==> config.mk <==
export PLATFORM = sky130hd
export DESIGN_NAME = adsr_div
export DESIGN_NICKNAME = d
export VERILOG_FILES = /design/src/hw/rtl/adsr_div.sv
export SDC_FILE = /design/constraint.sdc
export NUM_CORES = 2
export LEC_CHECK = 0
export BUFFER_PORTS_ARGS = -buffer_cell sky130_fd_sc_hd__buf_2
export CAP_MARGIN = 20
export CORE_MARGIN = 2
export CORE_UTILIZATION = 55
export DETAILED_ROUTE_END_ITERATION = 8
export PLACE_DENSITY_LB_ADDON = 0.08
export SLEW_MARGIN = 20
export SYNTH_ARGS = -nofsm -noshare
export SYNTH_HDL_FRONTEND = slang
export SYNTH_SLANG_ARGS = --single-unit
==> constraint.sdc <==
create_clock -name clk -period 9.9 [get_ports clk]
set_input_delay 1.98 -clock clk [delete_from_list [all_inputs] [get_ports clk]]
set_output_delay 1.98 -clock clk [all_outputs]
set_load 0.01 [all_outputs]
==> src/hw/rtl/adsr_div.sv <==
`timescale 1ns / 1ps
// ----------------------------------------------------------------------------
// ADSR pipelined divider
// Restoring division, one quotient bit per stage, with side-band data.
// ----------------------------------------------------------------------------
module adsr_div #(
    parameter int DW = 24,
    parameter int QW = 16,
    parameter int SW = 1
) (
    input  logic              clk,
    input  logic              rst_n,
    input  logic              in_valid,
    input  logic [DW+QW-1:0]  num,
    input  logic [DW-1:0]     den,
    input  logic [SW-1:0]     side,
    output logic              out_valid,
    output logic [QW-1:0]     quo,
    output logic [SW-1:0]     out_side
);

    // The quotient is known to fit QW bits, so the upper part of the
    // numerator is already below the divisor.
    logic              valid_reg [0:QW];
    logic [DW-1:0]     rem_reg   [0:QW];
    logic [QW-1:0]     low_reg   [0:QW];
    logic [QW-1:0]     quo_reg   [0:QW];
    logic [DW-1:0]     den_reg   [0:QW];
    logic [SW-1:0]     side_reg  [0:QW];

    logic [DW:0]       trial     [0:QW-1];
    logic [DW:0]       diff      [0:QW-1];
    logic              ge        [0:QW-1];
    logic [DW-1:0]     rem_next  [0:QW-1];

    always_comb
    begin
        for (int k = 0; k < QW; k++)
        begin
            trial[k]    = {rem_reg[k], low_reg[k][QW-1]};
            diff[k]     = trial[k] - {1'b0, den_reg[k]};
            ge[k]       = (trial[k] >= {1'b0, den_reg[k]});
            rem_next[k] = ge[k] ? diff[k][DW-1:0] : trial[k][DW-1:0];
        end
    end

    always_ff @(posedge clk or negedge rst_n)
    begin
        if (!rst_n)
        begin
            for (int k = 0; k <= QW; k++)
            begin
                valid_reg[k] <= 1'b0;
            end
        end
        else
        begin
            valid_reg[0] <= in_valid;
            for (int k = 0; k < QW; k++)
            begin
                valid_reg[k+1] <= valid_reg[k];
            end
        end
    end

    always_ff @(posedge clk)
    begin
        rem_reg[0]  <= num[DW+QW-1:QW];
        low_reg[0]  <= num[QW-1:0];
        quo_reg[0]  <= '0;
        den_reg[0]  <= den;
        side_reg[0] <= side;
        for (int k = 0; k < QW; k++)
        begin
            rem_reg[k+1]  <= rem_next[k];
            low_reg[k+1]  <= {low_reg[k][QW-2:0], 1'b0};
            quo_reg[k+1]  <= {quo_reg[k][QW-2:0], ge[k]};
            den_reg[k+1]  <= den_reg[k];
            side_reg[k+1] <= side_reg[k];
        end
    end

    assign out_valid = valid_reg[QW];
    assign quo       = quo_reg[QW];
    assign out_side  = side_reg[QW];

    a_rem_below_den: assert property (@(posedge clk) disable iff (!rst_n)
        valid_reg[QW] |-> (rem_reg[QW] < den_reg[QW]))
        else $error("divider remainder not below divisor");

endmodule

# Yosys cells after proc, flatten, opt, wreduce, memory -nomap -nowiden
# Memory sizes are Yosys's and may differ from the RTL's.
# Cells that the tools add are included.
[classes]
n_addsub = 16
mul = 0
n_div = 0
n_lt_le_gt_ge = 16
eq_ne = 0
n_shift = 0
muxes = 16
bitwise = 0
n_reduce_logical = 0
[op_table]
columns = ["operator", "n"]
rows = [
  ["$ge 25x24->1", 16],
  ["$mux 24", 16],
  ["$sub 24x24->24", 16],
]
[word_totals]
regBits = 17
latch_bits = 0
ram_bits = 1377
romBits = 0
inputBits = 68
output_inout_bits = 18
elab_cells = 70
mem_count = 5
[memory_table]
columns = ["memory", "words", "word_bits", "rd", "rd_clocked_by_memory_dff", "wr", "line_no", "rtl"]
rows = [
  ["den_reg", 17, 24, 16, 0, 17, "28", "logic [DW-1:0] den_reg [0:QW];"],
  ["rem_reg", 17, 24, 16, 0, 17, "25", "logic [DW-1:0] rem_reg [0:QW];"],
  ["low_reg", 17, 16, 16, 0, 17, "26", "logic [QW-1:0] low_reg [0:QW];"],
  ["quo_reg", 17, 16, 17, 0, 17, "27", "logic [QW-1:0] quo_reg [0:QW];"],
  ["side_reg", 17, 1, 17, 0, 17, "29", "logic [SW-1:0] side_reg [0:QW];"],
]

# Longest topological paths before layout
[depth]
word_depth = 2
depth_mapped = 14
depth_no_buf = 12

# Worst setup path before layout
# Ideal clock, no wire load.
[synth_timing]
path_type = "reg-to-reg"
from = "memory den_reg[7][7] (netlist: den_reg[0][175])"
to = "memory rem_reg[8][18] (netlist: rem_reg[0][210])"
setup_time_ns = 0.123
arrival_ns = 3.101
required_time_ns = 9.777
slack_ns = 6.676
path_stages_with_launch = 14
n_path_buf = 2
synth_period_minus_slack_ns = 3.224
cell_sequence = "dfxtp_1 -> inv_1 -> ha_1 -> a211oi_2 -> nor2_1 -> or4_4 -> a211oi_2 -> a211oi_1 -> a211o_1 -> a2111oi_2 -> o21a_1 -> buf_4 -> buf_6 -> mux2_1"
[synth_rtl]
columns = ["element", "line_no"]
rows = [
  ["start: declaration", "28"],
  ["end: declaration", "25"],
]

==> key figures <==
Floorplan
  • Core Box Area: between 80,000 and 90,000 um2
  • Die Ht: roughly 290 um
  • Core Rows: roughly 100
  • Starting Density: between 50% and 60%
  • Num ports: 86
  • Die width: about 290 um
  • Die area: 83,900 um2

STA
  • Peak Freq: between 200 and 300 MHz
  • Measured slew at the worst slew-check pin: about 910 ps
  • Tmin final: a little under 4000 ps
  • Slew Limit Fails: 0
  • Worst slew margin: 38.7%
  • Period utilization: between 30% and 40%
  • Worst Skew: about 36 ps
  • Final setup viols: 0
  • RSZ-0062 raised after global routing: no
  • Fin Setup TNS: 0 ps
  • Final hold violations: 0

Route
  • DR WL/cell: 15.9 um
  • Initial drt markers: 1,663
  • Detailed Route WL: between 90,000 and 100,000 um
  • DR pass1 iterations: 5
  • Post-DRT Antenna Nets: 0
  • DRC: 0
  • Vias: 30,600
  • Via density: 5.31

Clocking
  • Total CTS buffers: about 110
  • Longest Clk Path Bufs: 3
  • TritonCTS clock tree: done
  • Reg clk slew, reported paths: approximately 60 ps
  • Post-CTS resize count: 0
  • H-tree levels: 3
  • Postcts setup bufs: 0
  • Clk_lat worst skew: around 700 ps
  • CTS Root Cell: clkbuf_16
  • Hold buffer count at CTS: 0
  • CTS sink cnt: approximately 1,100

Synthesis
  • Async S/R FF share, synth: 1.58%
  • Syn Area/Cell: roughly 10 um2
  • Mapped Area: 44,900 um2
  • Syn nets: 4,959
  • Cell taking the most area after synthesis: dfxtp_1
  • Area contributors post-synth: dfxtp_1 (47%), ha_1 (11%), mux2_1 (4.7%)
  • Post-Synthesis Cells: roughly 4,500
  • Flops & latches, synth: 1,074
  • Sequential area share after synthesis: about half
  • Top FF cell, synth: dfxtp_1
  • EDFF count, synth: 0
  • Ys Warns: 0
  • Synth top area share: between 40% and 50%
  • Distinct cells, synth: 85

Global route
  • Total grt overflow: 0
  • Vias in the first global route: ~29,000
  • Antenna violations before repair: 2
  • Largest net degree at the start of global routing: 46
  • First-pass GRT wire length: 148,000 um
  • Total global routing track utilization: 21.8%

Power and ir drop
  • Power Total: 18.8 mW
  • Pwr Density: 372 nW/um2
  • Leakage: roughly 23 nW
  • VDD IR max: just over 0.0002 V

Cells and area
  • Final core area utilization: around 63%
  • Final Non-Filler Cells: 5,768
  • P&R area growth vs syn: 12.7%
  • Nets: between 5,000 and 6,000
  • Layout cells sized above 1: approximately 7.6%
  • Antenna diodes: 0

Worst setup path
  • CP arrival: ~4400 ps
  • CP max stage cell: o311ai_1
  • Worst-path cell chain: inv_1 -> ha_1 -> nor2b_1 -> o31a_1 -> o31ai_1 -> a21boi_1 -> o311ai_1 -> nand4b_1 -> a311oi_4 -> buf_4 -> mux2_2
  • Critical path fanouts, max: 45
  • Critical path required time: around 10,000 ps
  • Critical Path Sink Type: flop
  • Critical path's top delay family: compound AO/OA/AOI/OAI gates
  • CP Class: reg -> reg
  • Critical Path Source Type: flop
  • Max incr delay on CP: roughly 500 ps
  • Buf+Inv Stages, Crit Path: 2

Min path
  • Worst hold path type: reg -> reg

Placement
  • # placed instances: around 5,600
  • RePlAce Congestion: roughly 0.9
  • Buffers on Ports: 85
  • HPWL Detailed: 70,500 um

Flow run
  • Max cap viols: 0

Status
  • Status: completed
-- worst paths after layout --
check	from	end	slack (ps)	cells after the start
max	den_reg[0][193]	rem_reg[0][219]	6030	11
max in group asynchronous	rst_n	valid_reg[11]	8430	1
max reg2reg	den_reg[0][193]	rem_reg[0][219]	6030	11
min in group asynchronous	rst_n	out_valid	1190	1
min reg2reg	low_reg[0][46]	low_reg[0][63]	310	0
min	low_reg[0][46]	low_reg[0][63]	310	0
-- synth_stat cells (all sizes together) (12+ instances only) --
cell type,n
dfxtp,1057
inv,484
ha,384
a21oi,316
o21ai,256
nand2,239
nor2,218
mux2,214
xnor2,170
a21o,154
xor2,112
nand3,73
clkbuf,69
o21a,67
nand4,62
nor2b,56
nor3,52
a211oi,41
nand2b,37
a31oi,31
o31ai,29
and3,27
o21bai,26
mux2i,25
o31a,22
buf,21
or3,20
dfrtp,17
fa,15
a21boi,14
or2,14
and2,13
nor4,13
a211o,12
-- layout make-up --
cell class | count | area (um2)
inverter | 484 | 1820
fill | 6763 | 30100
sequential | 1074 | 21600
clock buffer | 148 | 3120
clock inverter | 58 | 1000
tap | 1060 | 1330
timing repair buffer | 100 | 558
multi-input combinational | 2844 | 21200
-- cells by family after synthesis --
logic type / after synthesis / synth area share [%]
adders and majority gates: 399 / 11.4
xor gates and xnor gates: 282 / 5.50
and+or+nand+nor: 859 / 9.27
DFF: 1074 / 48.1
buffers and inverters: 574 / 4.89
muxes: 239 / 5.92
AOI/OAI and AO/OA: 1065 / 15.0
-- metrics by stage --
stage | worst slack (ps) | instance area [um2] | hold WS, ps
2_1_floorplan | 6680 | 44900 | 310
3_3_place_gp | 6080 | 46400 | 310
3_5_place_dp | 6050 | 46500 | 312
4_1_cts | 6040 | 50600 | 301
5_1_grt | 5790 | 50600 | 312
6_report | 6030 | 50600 | 314
-- placed cells by master (no fill, tap or decap), types with 26 or more instances in the layout --
cell type	synthesis	final
mux2_1	186	186
o21bai_1	26	26
o21ai_0	153	153
inv_1	477	477
ha_1	384	384
o21a_1	67	66
nand2b_1	37	37
nand4_1	62	62
nand2_1	239	239
a21oi_1	316	312
nor3_1	52	52
dfxtp_1	1057	1057
a211oi_1	37	37
a31oi_1	31	30
o31ai_1	28	28
nand3_1	73	73
buf_2	16	85
and3_1	27	27
xor2_1	112	112
a21o_1	154	154
nor2_1	218	218
mux2_2	28	28
nor2b_1	56	56
clkbuf_16	0	109
o21ai_1	103	101
xnor2_1	170	170
-- worst register-to-register path: cells and delay by family (launching register included) --
family | cells | cell delay [ps]
compound gates | 5 | 1750
mux | 1 | 410
flops | 1 | 370
buf+inv | 2 | 510
fa+ha+maj | 1 | 310
simple gates | 2 | 390
-- layer usage --
| layer | vias up | global-route usage [%] | routed length, um |
|---|---|---|---|
| met5 | - | 0 | 12 |
| met4 | 2 | 7.79 | 3170 |
| met3 | 173 | 3.70 | 3880 |
| met2 | 557 | 36.3 | 42000 |
| met1 | 14100 | 28.5 | 42700 |
| li1 | 15800 | - | - |
-- power breakdown --
part           internal [mW]  switching (mW)
clock                   2.76            1.74
sequential              5.57           0.620
combinational           3.73            4.43
total                   12.1            6.79
(Power assumes the default switching activity.)
