## config.mk

```make
export PLATFORM = sky130hd
export DESIGN_NAME = adsr_front
export DESIGN_NICKNAME = d
export VERILOG_FILES = /design/src/hw/rtl/adsr_pkg.sv /design/src/hw/rtl/adsr_front.sv
export SDC_FILE = /design/constraint.sdc
export NUM_CORES = 2
export LEC_CHECK = 0
export BUFFER_PORTS_ARGS = -buffer_cell sky130_fd_sc_hd__clkbuf_2
export CORE_MARGIN = 8
export CORE_UTILIZATION = 41
export DETAILED_ROUTE_END_ITERATION = 7
export PLACE_DENSITY = 0.6
export SYNTH_ARGS = -nofsm -noshare
export SYNTH_HDL_FRONTEND = slang
export SYNTH_SLANG_ARGS = --single-unit
```

## constraint.sdc

```tcl
create_clock -name clk -period 13.2 [get_ports clk]
set_input_delay 2.64 -clock clk [delete_from_list [all_inputs] [get_ports clk]]
set_output_delay 2.64 -clock clk [all_outputs]
set_load 0.02 [all_outputs]
```

## src/hw/rtl/adsr_pkg.sv

```systemverilog
`timescale 1ns / 1ps
// ----------------------------------------------------------------------------
// ADSR envelope package
// Shared widths, register map, reset values and pipeline side-band types.
// ----------------------------------------------------------------------------
package adsr_pkg;

    localparam int TIME_BITS_DEF  = 32;
    localparam int LEVEL_BITS_DEF = 16;
    localparam int DUR_W          = 24;
    localparam int TICK_W         = 32;
    localparam int OUT_W          = 16;
    localparam int APB_AW         = 5;
    localparam int APB_DW         = 32;

    typedef enum logic [2:0] {
        REG_ATTACK  = 3'd0,
        REG_DECAY   = 3'd1,
        REG_RELEASE = 3'd2,
        REG_PEAK    = 3'd3,
        REG_HOLD    = 3'd4
    } reg_idx_t;

    localparam logic [DUR_W-1:0] ATTACK_RST  = 24'd441;
    localparam logic [DUR_W-1:0] DECAY_RST   = 24'd441000;
    localparam logic [DUR_W-1:0] RELEASE_RST = 24'd44100;
    localparam logic [OUT_W-1:0] PEAK_RST    = 16'd65535;
    localparam logic [OUT_W-1:0] HOLD_RST    = 16'd13107;

    typedef enum logic [1:0] {
        PH_ATTACK  = 2'd0,
        PH_DECAY   = 2'd1,
        PH_SUSTAIN = 2'd2
    } phase_t;

    // Durations as the datapath sees them: a zero register acts as one tick.
    typedef struct packed {
        logic [DUR_W-1:0] att;
        logic [DUR_W-1:0] dec;
        logic [DUR_W-1:0] rls;
    } dur_t;

    typedef struct packed {
        logic             held;
        phase_t           phase;
        logic             rising;
        logic             rls_done;
        logic [DUR_W-1:0] rls_span;
    } side1_t;

    typedef struct packed {
        logic held;
        logic rls_done;
    } rel_ctl_t;

    function automatic logic [DUR_W-1:0] nonzero(input logic [DUR_W-1:0] v);
        nonzero = (v == '0) ? DUR_W'(1) : v;
    endfunction

endpackage

```

## src/hw/rtl/adsr_front.sv

```systemverilog
`timescale 1ns / 1ps
// ----------------------------------------------------------------------------
// ADSR front end
// Elapsed times, envelope phase selection and the first product.
// ----------------------------------------------------------------------------
module adsr_front #(
    parameter int TIME_BITS  = adsr_pkg::TIME_BITS_DEF,
    parameter int LEVEL_BITS = adsr_pkg::LEVEL_BITS_DEF
) (
    input  logic                                 clk,
    input  logic                                 rst_n,
    input  logic                                 in_valid,
    input  logic [TIME_BITS-1:0]                 now_tick,
    input  logic [TIME_BITS-1:0]                 on_tick,
    input  logic [TIME_BITS-1:0]                 off_tick,
    input  adsr_pkg::dur_t                       dur,
    input  logic [LEVEL_BITS-1:0]                peak,
    input  logic [LEVEL_BITS-1:0]                hold,
    output logic                                 out_valid,
    output logic [adsr_pkg::DUR_W+LEVEL_BITS-1:0] num,
    output logic [adsr_pkg::DUR_W-1:0]           den,
    output adsr_pkg::side1_t                     side
);

    localparam int DW = adsr_pkg::DUR_W;
    localparam int NW = DW + LEVEL_BITS;
    localparam int CW = (TIME_BITS > DW + 1) ? TIME_BITS : DW + 1;

    // Stage 0: input word.
    logic                  v0_reg;
    logic [TIME_BITS-1:0]  now0_reg;
    logic [TIME_BITS-1:0]  on0_reg;
    logic [TIME_BITS-1:0]  off0_reg;

    // Stage 1: elapsed times.
    logic                  v1_reg;
    logic                  held1_reg;
    logic [TIME_BITS-1:0]  life1_reg;
    logic [TIME_BITS-1:0]  drel1_reg;
    logic                  held1_next;
    logic [TIME_BITS-1:0]  life1_next;

    // Stage 2: phase and multiplier operands.
    logic                  v2_reg;
    logic [DW-1:0]         m1_reg;
    logic [LEVEL_BITS-1:0] m2_reg;
    logic [DW-1:0]         den2_reg;
    adsr_pkg::side1_t      side2_reg;
    logic [DW-1:0]         m1_next;
    logic [LEVEL_BITS-1:0] m2_next;
    logic [DW-1:0]         den2_next;
    adsr_pkg::side1_t      side2_next;
    logic [CW-1:0]         life_w;
    logic [CW-1:0]         att_w;
    logic [CW-1:0]         att_dec_w;
    logic [CW-1:0]         span_w;
    logic                  rising;
    logic [LEVEL_BITS-1:0] delta;

    // Stage 3: product.
    logic                  v3_reg;
    logic [NW-1:0]         num3_reg;
    logic [DW-1:0]         den3_reg;
    adsr_pkg::side1_t      side3_reg;
    logic [NW-1:0]         prod;

    always_comb
    begin
        held1_next = (on0_reg > off0_reg);
        life1_next = held1_next ? (now0_reg - on0_reg) : (off0_reg - on0_reg);
    end

    always_comb
    begin
        life_w    = CW'(life1_reg);
        att_w     = CW'(dur.att);
        att_dec_w = CW'(dur.att) + CW'(dur.dec);
        span_w    = life_w - att_w;
        rising    = (hold >= peak);
        delta     = rising ? (hold - peak) : (peak - hold);

        side2_next.held     = held1_reg;
        side2_next.rising   = rising;
        side2_next.rls_done = (CW'(drel1_reg) >= CW'(dur.rls));
        side2_next.rls_span = DW'(drel1_reg);

        if (life_w <= att_w)
        begin
            side2_next.phase = adsr_pkg::PH_ATTACK;
            m1_next          = DW'(life_w);
            m2_next          = peak;
            den2_next        = dur.att;
        end
        else if (life_w <= att_dec_w)
        begin
            side2_next.phase = adsr_pkg::PH_DECAY;
            m1_next          = DW'(span_w);
            m2_next          = delta;
            den2_next        = dur.dec;
        end
        else
        begin
            side2_next.phase = adsr_pkg::PH_SUSTAIN;
            m1_next          = '0;
            m2_next          = '0;
            den2_next        = dur.dec;
        end
    end

    assign prod = m1_reg * m2_reg;

    always_ff @(posedge clk or negedge rst_n)
    begin
        if (!rst_n)
        begin
            v0_reg <= 1'b0;
            v1_reg <= 1'b0;
            v2_reg <= 1'b0;
            v3_reg <= 1'b0;
        end
        else
        begin
            v0_reg <= in_valid;
            v1_reg <= v0_reg;
            v2_reg <= v1_reg;
            v3_reg <= v2_reg;
        end
    end

    always_ff @(posedge clk)
    begin
        now0_reg  <= now_tick;
        on0_reg   <= on_tick;
        off0_reg  <= off_tick;
        held1_reg <= held1_next;
        life1_reg <= life1_next;
        drel1_reg <= now0_reg - off0_reg;
        m1_reg    <= m1_next;
        m2_reg    <= m2_next;
        den2_reg  <= den2_next;
        side2_reg <= side2_next;
        num3_reg  <= prod;
        den3_reg  <= den2_reg;
        side3_reg <= side2_reg;
    end

    assign out_valid = v3_reg;
    assign num       = num3_reg;
    assign den       = den3_reg;
    assign side      = side3_reg;

endmodule

```

# Yosys cells after proc, flatten, opt, wreduce, memory -nomap -nowiden
# Cells that the tools add are included.
# classes
add_sub_neg	7
mux	8
multipliers	1
magnitude_cmp	5
# op_table
op	n
$sub A32 B32 Y32	3
$mux W24	3
$mux W16	3
$mul A24 B16 Y40	1
$ge A32 B24 Y1	1
$gt A32 B32 Y1	1
$le A32 B24 Y1	1
$le A32 B25 Y1	1
$mux W32	1
$sub A16 B16 Y16	2
$add A24 B24 Y25	1
$sub A24 B24 Y24	1
$ge A16 B16 Y1	1
$mux W2	1
# totals
out_inout_bits	94
input_bits	203
word_cells	46
ff_bits	351

# Logic depth before layout (Yosys ltp)
# logic_depth
depth_word	4
mapped_depth	24
ltp_nobuf	23

# Worst setup path after synthesis
# OpenSTA, ideal clock, no wires.
# synth_timing
kind	input-to-reg
startpoint	input dur[25] (netlist bit)
endpoint	register m1_reg[20]
t_arrival_ps	6445
path_stages	17
setup_ps	117
t_required_ps	13083
setup_slack_ps	6638
path_buffers	0
path_cell_list	ha_1 -> a211oi_1 -> o21bai_1 -> a2bb2oi_1 -> a31oi_1 -> a21oi_1 -> o21ai_0 -> or4b_2 -> a31oi_1 -> xor2_1 -> ha_1 -> nand3_1 -> nor3_1 -> o41ai_1 -> a22oi_1 -> nor2_1 -> a32o_1
# synth_via
elab_chain_len	4
# synth_lines
item	line_no	text
start: declaration	adsr_front.sv:16	input adsr_pkg::dur_t dur,
$add A24 B24 Y25	adsr_front.sv:77	att_dec_w = CW'(dur.att) + CW'(dur.dec);
$le A32 B25 Y1	adsr_front.sv:94	else if (life_w <= att_dec_w)
$mux W24	adsr_front.sv:94	
$mux W24	adsr_front.sv:87	if (life_w <= att_w)
net m1_next[20]	adsr_front.sv:49	logic [DW-1:0] m1_next;
end signal: assignment	adsr_front.sv:138	m1_reg <= m1_next;
end: declaration	adsr_front.sv:45	logic [DW-1:0] m1_reg;
# The timed path passes the listed nets, and every way through them passes these cells.
# A chain may end at the register's enable or synchronous reset.

# Worst setup path after layout
# layout_timing
startpoint	register m2_reg[2]
endpoint	register num3_reg[36], in the netlist num[36]
# layout_via
elab_chain_len	1
# layout_lines
item	line_no	text
start: declaration	adsr_front.sv:46	logic [LEVEL_BITS-1:0] m2_reg;
start signal: assignment	adsr_front.sv:139	m2_reg <= m2_next;
$mul A24 B16 Y40	adsr_front.sv:110	assign prod = m1_reg * m2_reg;
net prod[36]	adsr_front.sv:65	logic [NW-1:0] prod;
end signal: assignment	adsr_front.sv:142	num3_reg <= prod;
end: declaration	adsr_front.sv:62	logic [NW-1:0] num3_reg;
# The timed path passes the listed nets, and every way through them passes these cells.

==> impl_results.md <==
* Status: finished, final reports clean
* Vias in the first global route at 25,200
* Worst VDD drop at 0.106 mV
* Slew @ Worst Pin at 1.13 ns
* GR Overflow Total at 0
* Hold Buf Count CTS at 0
* R2R setup slack at 6.00 ns
* CTS buffer count at 42
* RSZ-0062 raised after global routing: false
* IO Port Bufs at 296
* Clock sink total at 351
* CTS tree: built
* Routed via count at 23,900
* Chip width at 289 µm
* Vias per std cell at 5.13
* Initial antenna violation count at 6
* Ports at 297
* Clock Tree Root: clkbuf_16
* Initial DRC Count at 1,153
* Worst-skew pair later-pin latency at 0.59 ns
* Tot GR Track Use at 20.3%
* Tmin final at 7.20 ns
* Post-synthesis average cell area at 8.99 µm²
* GPL Wtd Cong at 0.913
* P_leak at 17.1 nW
* First-pass GRT wire length at 135,000 µm
* H-tree levels at 2
* Die height at 289 µm
* Post-CTS sizing at 0
* Mapped Nets at 4,257
* Filler Cell Count at 7,222
* Sequential element share of the synthesized area at 23.0%
* DRT Pass-1 Iters at 5
* Max cap viols at 0
* Largest fanout on the critical path at 24
* Layout cell share with drive strength beyond 1 at 11.8%
* Distinct cells, synth at 80
* Highest clock rate at 139 MHz
* Crit. End Element: flop
* Postcts setup bufs at 0
* Die Area at 83,700 µm²
* Fin nets at 4,505
* Post-synth EDFFs at 0
* Kind of critical path: flop to flop
* Crit share post-route at 54.5%
* # rows at 100
* #FFs+latches synth at 351
* # setup viols final at 0
* Setup TNS Final at 0 ns
* Gate Count Post-Synth at 3,407
* Starting Density at 41.3%
* DRC viols at 0
* Finished Cell Area at 34,400 µm²
* PD cells at 94.4 nW/µm²
* Dominant synthesized flop cell: dfxtp_1
* ANT nets after route at 0
* Post-synth ARST share at 1.14%
* Cell count after placement at 4,580
* Hold Violations, Final at 0
* Layout Cells excl Fill at 4,657
* Layout area overhead at 12.5%
* Ys Warns at 0
* Required time worst endpoint at 13.66 ns
* Post-DP HPWL at 68,200 µm
* Max_slew headroom at 24.2%
* Largest register FFs at 40
* Hold Crit Class: flop to flop
* WP data arrival at 7.65 ns
* Post-Syn Area at 30,600 µm²
* Routed length per instance at 18.3 µm
* Max clock buf depth at 3
* Largest net degree at the start of global routing at 55
* Post-Route WL at 85,100 µm
* Reg clk slew, reported paths at 0.06 ns
* Post-DP Area at 33,000 µm²
* Worst Clk Skew at 0.0279 ns
* Core box area at 74,200 µm²
* Slew Limit Fails at 0
* Worst setup SP type: flop
## placed cells by master (no fill, tap or decap), types with 35 or more instances in the layout
cell type,synthesis,routed
clkbuf_16,0,43
xnor2_1,100,100
o31ai_1,42,42
clkbuf_2,0,296
and2_1,172,172
dfxtp_1,347,347
inv_1,530,530
nand2_1,352,352
nand3_1,35,35
ha_1,334,334
nor2_1,123,123
a21o_1,117,117
fa_1,313,313
nor3_1,35,35
o21ai_0,97,97
xor2_1,58,58
a21oi_1,204,204
## kinds of logic after synthesis
group                      Yosys count  share of synthesized area [%]
AOI/OAI and AO/OA                  680                           14.7
xor gates and xnor gates           158                           4.52
adders and majority gates          647                           34.1
buffers and inverters              641                           7.93
DFF                                351                           23.0
muxes                               57                           1.98
and+or+nand+nor                    873                           13.8
## synth_stat cells, types with 28 or more instances
cell	count	area (µm²)
a21o_1	117	878
a21oi_1	204	1020
and2_1	172	1080
clkbuf_1	98	368
dfxtp_1	347	6950
fa_1	313	6270
ha_1	334	4180
inv_1	530	1990
mux2_2	29	327
mux2i_1	28	280
nand2_1	352	1320
nand2b_1	28	175
nand3_1	35	175
nand4_1	28	175
nor2_1	123	462
nor2b_1	33	206
nor3_1	35	175
o21ai_0	97	485
o31ai_1	42	315
xnor2_1	100	876
xor2_1	58	508
## routing by layer
metal	routed length (µm)	GRT usage, %	part of all wire [%]
met2	42200	36.2	50
met5	23	0	0.027
met3	5280	4.27	6.2
met1	35200	24.3	41
met4	2450	5.81	2.9
## power breakdown
part	internal, mW	switching (mW)	leakage (nW)
Clock	0.682	0.487	0.684
Combinational	0.355	0.477	13.5
Sequential	1.17	0.0766	2.94
## area by class of cell
cell class	count	area [µm²]	share of cell area (%)
multi-input cells	2415	21200	61.5
flip-flops and latches	351	7050	20.5
inverters	531	1990	5.79
repair buffers	314	1620	4.69
well taps	969	1210	3.52
clock buffers	58	1200	3.49
clock inverters	15	184	0.534
diodes	4	10.0	0.0291
## worst max-delay path, stage by stage, from the launching register on
cell and delay [ns]:
dfxtp_1 1.07, nand2_1 0.18, fa_1 0.55, inv_1 0.05, fa_1 0.52, inv_1 0.05, fa_1 0.49, inv_1 0.05
fa_1 0.50, fa_1 0.50, inv_1 0.05, fa_1 0.49, inv_1 0.05, ha_1 0.36, nand2_1 0.07, o21a_1 0.21
o22ai_1 0.15, nor2_1 0.06, o2bb2ai_1 0.48, a211oi_1 0.25, nor3_1 0.53, a41oi_1 0.22, xnor2_1 0.16
## worst paths after layout
kind / start / endpoint / cells after the start
max in group asynchronous: rst_n / v0_reg / 1
setup / recovery: m2_reg[2] / num[36] / 22
hold reg to reg: den2_reg[22] / den[22] / 0
min in group asynchronous: rst_n / v2_reg / 1
hold / removal: den2_reg[22] / den[22] / 0
setup reg to reg: m2_reg[2] / num[36] / 22
## stage by stage
step                setup slack (ns)  hold WS [ns]  total power [mW]  util (%)
finish                          6.00         0.320              3.25      46.4
global route                    5.71         0.324              3.44      46.4
CTS                             6.00         0.322              3.30      46.4
detailed placement              5.66         0.312              2.10      44.5
global placement                5.71         0.310              2.10      44.5
floorplan                       6.64         0.310              1.84         -
(Power assumes the default switching activity.)
