==> src/hw/rtl/adsr_pkg.sv <==
`timescale 1ns / 1ps
// ----------------------------------------------------------------------------
// ADSR envelope package
// Shared widths, register map, reset values and pipeline side-band types.
// ----------------------------------------------------------------------------
package adsr_pkg;

    localparam int TIME_BITS_DEF  = 32;
    localparam int LEVEL_BITS_DEF = 16;
    localparam int DUR_W          = 24;
    localparam int TICK_W         = 32;
    localparam int OUT_W          = 16;
    localparam int APB_AW         = 5;
    localparam int APB_DW         = 32;

    typedef enum logic [2:0] {
        REG_ATTACK  = 3'd0,
        REG_DECAY   = 3'd1,
        REG_RELEASE = 3'd2,
        REG_PEAK    = 3'd3,
        REG_HOLD    = 3'd4
    } reg_idx_t;

    localparam logic [DUR_W-1:0] ATTACK_RST  = 24'd441;
    localparam logic [DUR_W-1:0] DECAY_RST   = 24'd441000;
    localparam logic [DUR_W-1:0] RELEASE_RST = 24'd44100;
    localparam logic [OUT_W-1:0] PEAK_RST    = 16'd65535;
    localparam logic [OUT_W-1:0] HOLD_RST    = 16'd13107;

    typedef enum logic [1:0] {
        PH_ATTACK  = 2'd0,
        PH_DECAY   = 2'd1,
        PH_SUSTAIN = 2'd2
    } phase_t;

    // Durations as the datapath sees them: a zero register acts as one tick.
    typedef struct packed {
        logic [DUR_W-1:0] att;
        logic [DUR_W-1:0] dec;
        logic [DUR_W-1:0] rls;
    } dur_t;

    typedef struct packed {
        logic             held;
        phase_t           phase;
        logic             rising;
        logic             rls_done;
        logic [DUR_W-1:0] rls_span;
    } side1_t;

    typedef struct packed {
        logic held;
        logic rls_done;
    } rel_ctl_t;

    function automatic logic [DUR_W-1:0] nonzero(input logic [DUR_W-1:0] v);
        nonzero = (v == '0) ? DUR_W'(1) : v;
    endfunction

endpackage

==> src/hw/rtl/adsr_rel.sv <==
`timescale 1ns / 1ps
// ----------------------------------------------------------------------------
// ADSR release setup
// Forms the held level and the release product for the second division.
// ----------------------------------------------------------------------------
module adsr_rel #(
    parameter int LEVEL_BITS = adsr_pkg::LEVEL_BITS_DEF
) (
    input  logic                                  clk,
    input  logic                                  rst_n,
    input  logic                                  in_valid,
    input  logic [LEVEL_BITS-1:0]                 quo,
    input  adsr_pkg::side1_t                      side,
    input  logic [LEVEL_BITS-1:0]                 peak,
    input  logic [LEVEL_BITS-1:0]                 hold,
    output logic                                  out_valid,
    output logic [adsr_pkg::DUR_W+LEVEL_BITS-1:0] num,
    output logic [LEVEL_BITS-1:0]                 lvl,
    output adsr_pkg::rel_ctl_t                    ctl
);

    localparam int DW = adsr_pkg::DUR_W;
    localparam int NW = DW + LEVEL_BITS;

    logic                  v0_reg;
    logic [LEVEL_BITS-1:0] lvl0_reg;
    logic [DW-1:0]         span0_reg;
    adsr_pkg::rel_ctl_t    ctl0_reg;
    logic [LEVEL_BITS-1:0] lvl0_next;

    logic                  v1_reg;
    logic [NW-1:0]         num1_reg;
    logic [LEVEL_BITS-1:0] lvl1_reg;
    adsr_pkg::rel_ctl_t    ctl1_reg;
    logic [NW-1:0]         prod;

    always_comb
    begin
        unique case (side.phase)
            adsr_pkg::PH_ATTACK:  lvl0_next = quo;
            adsr_pkg::PH_DECAY:   lvl0_next = side.rising ? (peak + quo) : (peak - quo);
            adsr_pkg::PH_SUSTAIN: lvl0_next = hold;
            default:              lvl0_next = hold;
        endcase
    end

    assign prod = span0_reg * lvl0_reg;

    always_ff @(posedge clk or negedge rst_n)
    begin
        if (!rst_n)
        begin
            v0_reg <= 1'b0;
            v1_reg <= 1'b0;
        end
        else
        begin
            v0_reg <= in_valid;
            v1_reg <= v0_reg;
        end
    end

    // The span only matters inside the release; elsewhere it is zeroed so the
    // quotient of the second division always fits the level width.
    always_ff @(posedge clk)
    begin
        lvl0_reg          <= lvl0_next;
        span0_reg         <= (side.held || side.rls_done) ? '0 : side.rls_span;
        ctl0_reg.held     <= side.held;
        ctl0_reg.rls_done <= side.rls_done;
        num1_reg          <= prod;
        lvl1_reg          <= lvl0_reg;
        ctl1_reg          <= ctl0_reg;
    end

    assign out_valid = v1_reg;
    assign num       = num1_reg;
    assign lvl       = lvl1_reg;
    assign ctl       = ctl1_reg;

endmodule

==> config.mk <==
export PLATFORM = sky130hd
export DESIGN_NAME = adsr_rel
export DESIGN_NICKNAME = d
export VERILOG_FILES = /design/src/hw/rtl/adsr_pkg.sv /design/src/hw/rtl/adsr_rel.sv
export SDC_FILE = /design/constraint.sdc
export NUM_CORES = 1
export LEC_CHECK = 0
export ABC_CLOCK_PERIOD_IN_PS = 5200
export BUFFER_PORTS_ARGS = -buffer_cell sky130_fd_sc_hd__buf_4
export CAP_MARGIN = 20
export CORE_UTILIZATION = 45
export DETAILED_ROUTE_END_ITERATION = 6
export PLACE_DENSITY = 0.71
export SYNTH_ARGS = -nofsm -noshare
export SYNTH_HDL_FRONTEND = slang
export SYNTH_SLANG_ARGS = --single-unit
==> constraint.sdc <==
create_clock -name clk -period 5.2 [get_ports clk]
set_input_delay 1.04 -clock clk [delete_from_list [all_inputs] [get_ports clk]]
set_output_delay 1.04 -clock clk [all_outputs]
set_load 0.03 [all_outputs]
# Word-level counts from Yosys, hierarchy flattened

Cells that the tools add are included.

Bits of input ports: 80
Flip-flop bits (word level): 102
Output and inout bits: 59

Reduce and logical (&&, ||, !) cells: 2
Multiplexer cells: 2
Equal/unequal tests: 1
Multipliers: 1
$add $sub $neg: 2

Operators with widths:

| cell                                                             | number |
|---|---|
| 24-bit by 16-bit multiplier with 40-bit output                   | 1 |
| 16-bit case mux with 2 select lines                              | 1 |
| 16-bit adder                                                     | 1 |
| 16-bit 2-to-1 mux                                                | 1 |
| 16-bit subtractor                                                | 1 |
| 2-bit by 1-bit == test with 1-bit output (second input constant) | 1 |
| 2-bit zero test                                                  | 1 |
| 1-bit logical OR                                                 | 1 |

# Longest topological paths before layout

Gate-level depths: netlist (run 1).

Depth after elaboration: 3
Depth in mapped cells: 24
Gate-level depth less buffers: 22

# Worst setup path before layout (run 1)

OpenSTA, ideal clock, no wires.

Kind: register -> register
Start point: register span0_reg[22]
End point: register num1_reg[38], in the netlist num[38]
Buffers on the path: 2
Slack: -493 ps
Data required time: 5,128 ps
Stages on the path, launching flop included: 24
Clock period less this slack: 5,693 ps
Library setup time: 72 ps
Arrival: 5,621 ps
Cells stage by stage: dfxtp_1 clkbuf_1 nand2_1 fa_1 inv_1 fa_1 fa_1 inv_1 fa_1 inv_1 fa_1 inv_1 fa_1 inv_1 ha_1 clkbuf_1 a21oi_1 o21ai_1 nor3_1 or3b_1 o21ai_1 o31ai_1 a21oi_1 xnor2_1

Longest elaborated chain between the ends: 1

Ends and longest elaborated chain:

| what                                           | RTL line       | text |
|---|---|---|
| start, declared                                | adsr_rel.sv:27 | `logic [DW-1:0] span0_reg;` |
| start signal, assigned                         | adsr_rel.sv:68 | `span0_reg <= (side.held \|\| side.rls_done) ? '0 : side.rls_span;` |
| 24-bit by 16-bit multiplier with 40-bit output | adsr_rel.sv:47 | `assign prod = span0_reg * lvl0_reg;` |
| net prod[38]                                   | adsr_rel.sv:35 | `logic [NW-1:0] prod;` |
| end signal, assigned                           | adsr_rel.sv:71 | `num1_reg <= prod;` |
| end, declared                                  | adsr_rel.sv:32 | `logic [NW-1:0] num1_reg;` |

The timed path passes the listed nets, and every way through them passes these cells.
A chain may end at the register's enable or synchronous reset.

# Final worst setup path (run 1)

Start point: register lvl0_reg[1]
End point: register num1_reg[38], in the netlist num[38]

Longest elaborated chain between the ends: 1

Ends and longest elaborated chain:

| what                                           | RTL line       | text |
|---|---|---|
| start, declared                                | adsr_rel.sv:26 | `logic [LEVEL_BITS-1:0] lvl0_reg;` |
| start signal, assigned                         | adsr_rel.sv:67 | `lvl0_reg <= lvl0_next;` |
| 24-bit by 16-bit multiplier with 40-bit output | adsr_rel.sv:47 |  |
| net prod[38]                                   | adsr_rel.sv:35 |  |

The timed path passes the listed nets, and every way through them passes these cells.

==> impl_metrics.env, run 1 <==
export IMPL_worst_path_largest_cell_delay_ns=0.59
export IMPL_drive_above_1_share_pct=27.46
export IMPL_end_kind="flip-flop"
export IMPL_wl_met2_mm=21.42
export IMPL_synth_top_cell_by_area="fa_1"
export IMPL_finalNetCount=2549
export IMPL_slew_violations=0
export IMPL_ant_nets=0
export IMPL_critical_path_top_delay_family="adder cells"
export IMPL_synth_fp_nets=2268
export IMPL_wl_met1_mm=16.36
export IMPL_areaGrowthSynthToFinish_pct=26.94
export IMPL_drc=0
export IMPL_clk_insertion_delay_late_ns=0.40
export IMPL_numCtsBuffers=9
export IMPL_status="complete, but fails checks"
export IMPL_rrSetupSlack_ns=-0.52
export IMPL_die_area_mm2=0.03594
export IMPL_die_height_um=189.6
export IMPL_r2r_end="num[38]"
export IMPL_port_buffers=138
export IMPL_vias=12650
export IMPL_largest_register_ffs=40
export IMPL_critical_path_class="reg -> reg"
export IMPL_worstMarginPinSlew_ns=0.9115
export IMPL_met3_length_mm=1.594
export IMPL_ys_top_cells_by_area="fa_1, dfxtp_1, ha_1, inv_1, and2_1"
export IMPL_hold_class="reg -> reg"
export IMPL_cp_data_arrival_time_ns=5.99
export IMPL_synthCells=1753
export IMPL_die_w_um=189.6
export IMPL_rows=68
export IMPL_nFillCells=2985
export IMPL_ys_seq_area_share_pct=12.96
export IMPL_crit_top_cell="fa_1"
export IMPL_coreArea_mm2=0.03454
export IMPL_crit_buf_inv=3
export IMPL_grt_pass1_wl_mm=68.10
export IMPL_cpMaxStageDelayCell="fa_2"
export IMPL_multiInputGateArea_mm2=0.01294
export IMPL_synth_async_reset_ratio_pct=1.961
export IMPL_setup_ws_ns=-0.5161
export IMPL_first_pass_iters=5
export IMPL_drtIter0Drc=589
export IMPL_synth_ff_type="dfxtp_1"
export IMPL_crit_path_max_fanout=7
export IMPL_grt_max_degree=32
export IMPL_path_cells="buf_8 -> nand2_4 -> fa_1 -> fa_2 -> fa_2 -> fa_1 -> inv_2 -> fa_1 -> fa_1 -> ha_4 -> o211ai_1 -> nor4_4 -> a22oi_2 -> buf_4 -> a21oi_4 -> o21ai_4 -> o31ai_2 -> a21oi_2 -> xnor2_1"
export IMPL_finalHoldViolCount=0
export IMPL_synth_distinct_cells=60
export IMPL_relSlewSlack_pct=39.15
export IMPL_post_route_period_util_pct=109.9
export IMPL_wl_per_cell_um=16.34
export IMPL_cts_root_buf="clkbuf_16"
export IMPL_period_needed_ns=5.716
export IMPL_leakage_nw=9.924
export IMPL_min_path_cells=0
export IMPL_initial_core_util_pct=45.83
export IMPL_gp_congestion=0.9115
export IMPL_synth_top_area_share_pct=38.82
export IMPL_grt_overflow_total=0
export IMPL_hold_end="ctl[0]"
export IMPL_ff2ff_path_depth=19
export IMPL_cts_sinks=102
export IMPL_syn_area_mm2=0.01583
export IMPL_synth_edff_count=0
export IMPL_hp_start="ctl0_reg[0]"
export IMPL_clock_fmax_mhz=174.9
export IMPL_track_usage_pct=24.07
export IMPL_drt_wl_total_mm=40.74
export IMPL_clk_pin_slew_ns=0.08
export IMPL_hold_ws_ns=0.3324
export IMPL_utilization_pct=58.18
export IMPL_cts_buffer_depth=2
export IMPL_avgSynthCellArea_um2=9.032
export IMPL_ctsHoldBuffers=0
export IMPL_seq_area_mm2=0.002156
export IMPL_violations="setup timing"
export IMPL_start_kind="flip-flop"
export IMPL_peakVddDrop_v=0.0003370
export IMPL_r2r_start="lvl0_reg[1]"
export IMPL_num_io_pins=139
export IMPL_dpl_hpwl_mm=33.61
export IMPL_pre_cts_ws_ns=-0.8588
export IMPL_setup_viol=24
export IMPL_max_cap_viol_count=0
export IMPL_avgViaCountPerCell=5.073
export IMPL_yosys_warnings=0
export IMPL_ys_ff_latch=102
export IMPL_rsz0062_at_grt="yes"
export IMPL_powerDensity_mw_per_mm2=309.1
export IMPL_grt_pass1_vias=14030
export IMPL_highest_layer="met4"
export IMPL_fin_skew_ns=0.01794
export IMPL_htree_levels=3
export IMPL_antenna_found_initial=0
export IMPL_crit_required_ns=5.48
export IMPL_n_antenna_cell=0
export IMPL_cts_tree="built"
[cell usage in the layout (no fill, tap or decap), types with 6 or more instances in the layout]
cell type	n
o21ai_0	15
nand2_4	6
and2_4	12
nor3_1	10
dfxtp_4	23
and2_1	174
ha_1	107
xor2_1	29
ha_4	16
dfxtp_1	63
clkbuf_16	9
nand2b_1	6
o21ai_1	11
mux2i_1	6
fa_2	21
buf_6	30
nand2_1	253
nor2_1	30
a21o_1	22
a21oi_4	7
inv_1	337
buf_4	304
fa_1	286
xnor2_1	31
a21oi_1	35
o21ai_2	13
dfxtp_2	14
a21oi_2	15
inv_2	20
[through the flow]
| stage | setup TNS, ns | std cells | instance area, um^2 | power, mW |
|---|---|---|---|---|
| finish | -7.594 | 2494 | 20100 | 6.212 |
| detailed placement | -14.28 | 2447 | 18670 | 4.855 |
| global route | -12.28 | 2494 | 20100 | 6.748 |
| global placement | -12.11 | 2447 | 18670 | 4.767 |
| CTS | -7.771 | 2480 | 19610 | 5.923 |
| floorplan | -0.8311 | 1753 | 16390 | 3.522 |
[layout make-up]
cell class	count	area share, %
Multi-Input combinational cell	1221	64.38
Timing Repair Buffer	343	13.83
Sequential cell	102	10.73
Inverter	357	6.668
Tap cell	455	2.833
Clock buffer	9	1.121
Clock inverter	7	0.4358
[where the power goes]
| part | internal [mW] | switching, mW |
|---|---|---|
| registers | 0.967 | 0.123 |
| clock network | 0.348 | 0.380 |
| logic | 2.02 | 2.38 |
[kinds of logic after synthesis]
kind of cell,Yosys count,share of synthesized area [%]
AND/OR/NAND/NOR,539,16.67
adder cells (fa/ha/maj),435,48.93
buffers and inverters,430,10.20
AO/OA/AOI/OAI,175,7.160
flip-flops,102,12.96
XOR/XNOR,63,3.485
multiplexers,9,0.5927
[cell usage after synthesis, drive strengths merged (5+ instances only)]
library cell / n
a31oi: 5
nand2b: 6
a211oi: 6
nor2b: 6
nand2: 264
a21oi: 57
nor3: 12
ha: 128
nor2: 33
nand4: 5
nor4: 5
a21o: 22
xnor2: 32
o21bai: 6
o21ai: 42
inv: 357
xor2: 31
clkbuf: 72
fa: 307
mux2i: 6
o211ai: 5
and2: 186
nand3: 7
dfxtp: 100
[metal layers]
layer	track usage, %	up-vias
met5	0	-
met4	10.11	0
li1	-	5863
met1	28.75	6352
met3	2.951	95
met2	43.52	342
[worst max-delay path by stage]
stage	start	to	slack, ns	cells past startpoint
after floorplan	lvl0_reg[4]	num[39]	-0.17	22
after global placement	lvl0_reg[1]	num[38]	-0.72	22
after detailed placement	lvl0_reg[1]	num[38]	-0.86	22
after CTS	lvl0_reg[1]	num[37]	-0.52	21
after global routing	lvl0_reg[4]	num[38]	-0.69	21
final	lvl0_reg[1]	num[38]	-0.52	19
[what timing repair did]
item,in CTS,in global routing
endpoints found under the hold margin,0,0
endpoints found under the setup margin,27,29
buffers inserted,18,14
resized for setup,120,107
pin swaps,60,60
(Power assumes the default switching activity.)
==> run 2: changes to the inputs <==
--- a/config.mk
+++ b/config.mk
@@ -5,6 +5,7 @@
 export SDC_FILE = /design/constraint.sdc
 export NUM_CORES = 1
 export LEC_CHECK = 0
+export ABC_AREA = 1
 export ABC_CLOCK_PERIOD_IN_PS = 5200
 export BUFFER_PORTS_ARGS = -buffer_cell sky130_fd_sc_hd__buf_4
 export CAP_MARGIN = 20
==> impl_metrics.env, run 2 <==
export IMPL_dpl_instance_area_mm2=0.01985
export IMPL_synth_distinct_cells=37
export IMPL_ctsHoldBuffers=0
export IMPL_status="complete, but fails checks"
export IMPL_avgViaCountPerCell=4.969
export IMPL_multiInputGateArea_mm2=0.01335
export IMPL_syn_area_mm2=0.01716
export IMPL_leakage_nw=12.59
export IMPL_synthCells=2344
export IMPL_die_height_um=197.3
export IMPL_drt_wl_total_mm=50.94
export IMPL_synth_fp_nets=2859
export IMPL_dpl_hpwl_mm=38.63
export IMPL_ys_top_cells_by_area="fa_1, nand2_1, inv_1, dfxtp_1, ha_1"
export IMPL_yosys_warnings=0
export IMPL_synth_top_area_share_pct=35.81
export IMPL_grt_overflow_total=0
export IMPL_clk_pin_slew_ns=0.08
export IMPL_p_int_mw=3.481
export IMPL_cp_data_arrival_time_ns=5.60
export IMPL_powerDensity_mw_per_mm2=313.1
export IMPL_relSlewSlack_pct=28.89
export IMPL_ys_seq_area_share_pct=11.96
export IMPL_max_cap_viol_count=0
export IMPL_final_cell_area_mm2=0.02201
export IMPL_synth_ff_type="dfxtp_1"
export IMPL_crit_path_max_fanout=5
export IMPL_post_route_period_util_pct=102.3
export IMPL_cts_sinks=102
export IMPL_min_path_cells=0
export IMPL_nFillCells=3237
export IMPL_violations="setup timing"
export IMPL_avgSynthCellArea_um2=7.322
export IMPL_antenna_found_initial=0
export IMPL_synth_edff_count=0
export IMPL_num_io_pins=139
export IMPL_slew_violations=0
export IMPL_cts_buffer_depth=2
export IMPL_hold_end="ctl[0]"
export IMPL_hp_start="ctl0_reg[0]"
export IMPL_vias=15480
export IMPL_finalSetupTns_ns=-1.089
export IMPL_grt_max_degree=26
export IMPL_ys_ff_latch=102
export IMPL_worstMarginPinSlew_ns=1.063
export IMPL_numCtsBuffers=9
export IMPL_rrSetupSlack_ns=-0.12
export IMPL_start_kind="flip-flop"
export IMPL_grt_pass1_wl_mm=80.05
export IMPL_period_needed_ns=5.318
export IMPL_critical_path_class="reg -> reg"
export IMPL_cts_tree="built"
export IMPL_track_usage_pct=26.42
export IMPL_switching_share_pct=49.50
export IMPL_fin_skew_ns=0.01492
export IMPL_peakVddDrop_v=0.0004120
export IMPL_ant_nets=0
export IMPL_grt_pass1_vias=15940
export IMPL_end_kind="flip-flop"
export IMPL_rsz0062_at_grt="yes"
export IMPL_synth_async_reset_ratio_pct=1.961
export IMPL_crit_required_ns=5.48
export IMPL_power_frac_comb_pct=73.3
export IMPL_layout_common_cells="nand2_1, inv_1, fa_1"
export IMPL_drtIter0Drc=1319
export IMPL_largest_register_ffs=40
export IMPL_rows=71
export IMPL_drc=0
export IMPL_gp_congestion=0.9216
export IMPL_r2r_end="num[35]"
export IMPL_coreArea_mm2=0.03758
export IMPL_synth_common_cells="nand2_1, inv_1, fa_1, ha_1, nor2_1"
export IMPL_r2r_start="lvl0_reg[4]"
export IMPL_first_pass_iters=5
export IMPL_wl_per_cell_um=16.35
export IMPL_die_w_um=197.3
export IMPL_die_area_mm2=0.03893
export IMPL_port_buffers=138
export IMPL_finalNetCount=3115
export IMPL_setup_viol=15
export IMPL_seq_area_mm2=0.002126
export IMPL_hold_class="reg -> reg"
export IMPL_htree_levels=3
export IMPL_yosys_cell_count_top_type="nand2_1"
export IMPL_synth_top_cell_by_area="fa_1"
export IMPL_p_clk_share_pct=11.0
export IMPL_finalHoldViolCount=0
export IMPL_areaGrowthSynthToFinish_pct=28.27
export IMPL_layout_commonest_cell="nand2_1"
export IMPL_ff2ff_path_depth=26
export IMPL_setup_ws_ns=-0.1179
export IMPL_p_switching_mw=3.413
export IMPL_total_power_mw=6.894
export IMPL_clock_fmax_mhz=188.0
export IMPL_cts_root_buf="clkbuf_16"
export IMPL_initial_core_util_pct=45.67
export IMPL_clk_insertion_delay_late_ns=0.39
export IMPL_seq_power_share_pct=15.7
export IMPL_drive_above_1_share_pct=25.68
export IMPL_n_antenna_cell=0
==> run 2: cell type report <==
class                      instances  area share (%)
inverter                         670           11.49
sequential                       102           9.656
multi-input combinational       1485           60.63
clock inverter                     6          0.3637
timing repair buffer             332           13.91
tap                              511           2.904
clock buffer                      10           1.040
==> run 2: what timing repair did <==
| item | 4_1_cts | 5_1_grt |
|---|---|---|
| gates cloned | 3 | 8 |
| endpoints found under the hold margin | 0 | 0 |
| buffers inserted | 17 | 24 |
| pin swaps | 54 | 108 |
| resized for setup | 124 | 277 |
| setup endpoints to repair | 28 | 28 |
==> run 2: worst max-delay path, stage by stage (launching register included) <==
cell and delay (ns):
dfxtp_4 0.44, buf_12 0.15, buf_6 0.09, nand2_2 0.04, fa_1 0.49, inv_2 0.04
fa_1 0.55, inv_2 0.05, fa_2 0.53, inv_2 0.04, fa_1 0.47, fa_1 0.51
inv_1 0.05, fa_1 0.52, inv_2 0.05, ha_4 0.25, nand2_4 0.09, inv_4 0.05
a21oi_2 0.17, buf_4 0.14, nor2_4 0.03, nor2_4 0.09, nand2_4 0.09, nand2_2 0.09
nand2_1 0.05, nand2_1 0.05, nand2_1 0.06
==> run 2: cells by family (layout without fill, tap and decap cells) <==
logic type                 count (synthesis)  count (layout)  synth area share [%]
xor gates and xnor gates                  33              33                 1.684
DFF                                      102             102                 11.96
buffers and inverters                    757            1018                 16.58
and+or+nand+nor                          922             922                 21.38
AOI/OAI and AO/OA                         95              95                 3.259
adders and majority gates                435             435                 45.14
==> run 2: worst max path at each step <==
stage | start | endpoint | cells after the start
after CTS | span0_reg[8] | num[35] | 23
final | lvl0_reg[4] | num[35] | 26
after floorplan | span0_reg[18] | num[35] | 23
after detailed placement | lvl0_reg[3] | num[38] | 20
after global placement | lvl0_reg[3] | num[38] | 21
after global routing | lvl0_reg[7] | num[39] | 22
==> run 2: per-stage QoR <==
stage,std cells,utilization [%],setup WS (ns),hold slack [ns]
after floorplan,2344,-,-0.01402,0.3096
after global placement,3050,52.83,-0.6495,0.3118
after detailed placement,3050,52.83,-0.6693,0.3153
after CTS,3086,55.53,-0.06845,0.3353
after global routing,3116,58.59,-0.2997,0.3407
final,3116,58.59,-0.1179,0.3322
==> run 2: routing by layer <==
metal  vias to the layer above  share of wire [%]  wire length, um  global-route usage (%)
met5                         -                  0                0                       0
met2                       700                 47            24150                   43.10
met1                      7520                 41            21140                   35.82
met3                       123                7.6             3890                   4.490
li1                       7141                  -                -                       -
met4                         0                3.5             1763                   8.068
==> run 2: power groups by stage <==
stage               clock network, mW  logic, mW  registers, mW
CTS                             0.783       4.24           1.07
finish                          0.759       5.05           1.08
global placement                    0       3.62           1.09
global route                    0.814       5.46           1.10
detailed placement                  0       3.63           1.08
floorplan                           0       1.95           1.31
==> run 3: changes to the inputs <==
--- a/config.mk
+++ b/config.mk
@@ -9,9 +9,9 @@
 export ABC_CLOCK_PERIOD_IN_PS = 5200
 export BUFFER_PORTS_ARGS = -buffer_cell sky130_fd_sc_hd__buf_4
 export CAP_MARGIN = 20
-export CORE_UTILIZATION = 45
+export CORE_UTILIZATION = 32
 export DETAILED_ROUTE_END_ITERATION = 6
-export PLACE_DENSITY = 0.71
+export PLACE_DENSITY = 0.56
 export SYNTH_ARGS = -nofsm -noshare
 export SYNTH_HDL_FRONTEND = slang
 export SYNTH_SLANG_ARGS = --single-unit
==> impl_metrics.env, run 3 (synthesized netlist as in run 2, its figures left out) <==
export IMPL_status="complete, but fails checks"
export IMPL_violations="DRC, setup timing"
export IMPL_grt_pass1_vias=15940
export IMPL_final_cell_area_mm2=0.02226
export IMPL_layout_commonest_cell="nand2_1"
export IMPL_critical_path_class="reg -> reg"
export IMPL_clk_pin_slew_ns=0.09
export IMPL_cts_buffer_depth=2
export IMPL_power_frac_comb_pct=73.0
export IMPL_period_needed_ns=5.301
export IMPL_peakVddDrop_v=0.0003104
export IMPL_avgViaCountPerCell=4.510
export IMPL_p_clk_share_pct=11.4
export IMPL_powerDensity_mw_per_mm2=308.8
export IMPL_crit_path_max_fanout=8
export IMPL_largest_register_ffs=40
export IMPL_start_kind="flip-flop"
export IMPL_leakage_nw=12.63
export IMPL_switching_share_pct=49.46
export IMPL_cts_tree="built"
export IMPL_initial_core_util_pct=32.53
export IMPL_areaGrowthSynthToFinish_pct=29.69
export IMPL_p_int_mw=3.474
export IMPL_wl_per_cell_um=15.33
export IMPL_die_area_mm2=0.05456
export IMPL_grt_max_degree=25
export IMPL_hold_class="reg -> reg"
export IMPL_fin_skew_ns=0.01712
export IMPL_rsz0062_at_grt="yes"
export IMPL_grt_pass1_wl_mm=83.46
export IMPL_crit_required_ns=5.55
export IMPL_die_height_um=233.6
export IMPL_drt_wl_total_mm=50.58
export IMPL_num_io_pins=139
export IMPL_track_usage_pct=19.67
export IMPL_antenna_found_initial=0
export IMPL_grt_overflow_total=0
export IMPL_post_route_period_util_pct=101.9
export IMPL_port_buffers=138
export IMPL_vias=14880
export IMPL_clk_insertion_delay_late_ns=0.40
export IMPL_path_cells="buf_6 -> nand2_2 -> fa_1 -> inv_1 -> fa_2 -> fa_2 -> fa_1 -> fa_1 -> inv_1 -> fa_1 -> inv_2 -> ha_4 -> nand2_4 -> nor2_4 -> inv_2 -> nor2_4 -> nand4_1 -> nand3_1 -> nand2_1 -> nand2_1"
export IMPL_finalHoldViolCount=0
export IMPL_ctsHoldBuffers=0
export IMPL_relSlewSlack_pct=42.77
export IMPL_layout_common_cells="nand2_1, inv_1, fa_1"
export IMPL_die_w_um=233.6
export IMPL_drive_above_1_share_pct=25.35
export IMPL_rows=84
export IMPL_crit_top_cell="fa_1"
export IMPL_clock_fmax_mhz=188.6
export IMPL_finalNetCount=3121
export IMPL_numCtsBuffers=9
export IMPL_seq_power_share_pct=15.6
export IMPL_cts_root_buf="clkbuf_16"
export IMPL_htree_levels=3
export IMPL_drtIter0Drc=722
export IMPL_n_antenna_cell=0
export IMPL_cpMaxStageDelayCell="fa_2"
export IMPL_finalSetupTns_ns=-0.2653
export IMPL_crit_buf_inv=5
export IMPL_cp_data_arrival_time_ns=5.65
export IMPL_worstMarginPinSlew_ns=0.8573
export IMPL_end_kind="flip-flop"
export IMPL_slew_violations=0
export IMPL_first_pass_iters=7
export IMPL_setup_viol=7
export IMPL_cts_sinks=102
export IMPL_setup_ws_ns=-0.1011
export IMPL_p_switching_mw=3.399
export IMPL_drc=8
export IMPL_gp_congestion=0.9105
export IMPL_critical_path_top_delay_family="adder cells"
export IMPL_coreArea_mm2=0.05276
export IMPL_worst_path_largest_cell_delay_ns=0.60
export IMPL_ant_nets=0
export IMPL_dpl_hpwl_mm=41.37
export IMPL_dpl_instance_area_mm2=0.02011
export IMPL_max_cap_viol_count=0
==> run 3: cell count changes in the layout (fill, tap and decap cells not counted), sizes merged <==
| cell | delta |
|---|---|
| clkbuf | -8 |
| inv | +1 |
| bufbuf | +1 |
| buf | +12 |
==> run 3: final timing paths <==
check | from | to | slack (ns) | cells after the start
min reg2reg | ctl0_reg[0] | ctl[0] | 0.33 | 0
max | lvl0_reg[10] | num[39] | -0.10 | 20
min in group asynchronous | rst_n | v0_reg | 0.41 | 1
max in group asynchronous | rst_n | out_valid | 4.71 | 1
min | ctl0_reg[0] | ctl[0] | 0.33 | 0
max reg2reg | lvl0_reg[10] | num[39] | -0.10 | 20
==> run 3: final cells by class <==
cell class                 count  area (um^2)
clock inverter                 7        88.84
sequential                   102         2121
clock buffer                   9        225.2
timing repair buffer         338         2999
multi-input combinational   1485        13440
fill                        5352        30500
inverter                     670         2525
tap                          688        860.8
==> run 3: power groups by stage <==
stage | Clock (mW) | Combinational [mW] | Sequential [mW]
5_1_grt | 0.842 | 5.50 | 1.09
3_5_place_dp | 0 | 3.70 | 1.08
6_report | 0.783 | 5.01 | 1.08
2_1_floorplan | 0 | 1.95 | 1.31
3_3_place_gp | 0 | 3.75 | 1.09
4_1_cts | 0.821 | 4.52 | 1.07
==> run 3: repair_timing <==
action | CTS | global route
gates cloned | 2 | 1
setup buffers | 35 | 16
resized for setup | 202 | 180
endpoints found under the hold margin | 0 | 0
pin swaps | 109 | 90
setup endpoints to repair | 28 | 28
==> run 3: metal layers <==
metal  global-route usage [%]  share of wire, %
met5                        0                 0
met4                    4.809               2.2
met3                    2.893               4.9
met2                    33.10                48
met1                    26.34                45
==> run 3: per-stage QoR <==
| step | power, mW | std cells | hold WS (ns) | utilization, % | setup slack (ns) |
|---|---|---|---|---|---|
| after CTS | 6.416 | 3284 | 0.3318 | 40.86 | -0.05590 |
| after global placement | 4.838 | 3234 | 0.3115 | 38.12 | -0.6746 |
| after global routing | 7.431 | 3299 | 0.3428 | 42.19 | -0.2468 |
| after floorplan | 3.255 | 2344 | 0.3096 | - | -0.01402 |
| final | 6.873 | 3299 | 0.3311 | 42.19 | -0.1011 |
| after detailed placement | 4.779 | 3234 | 0.3121 | 38.12 | -0.5735 |
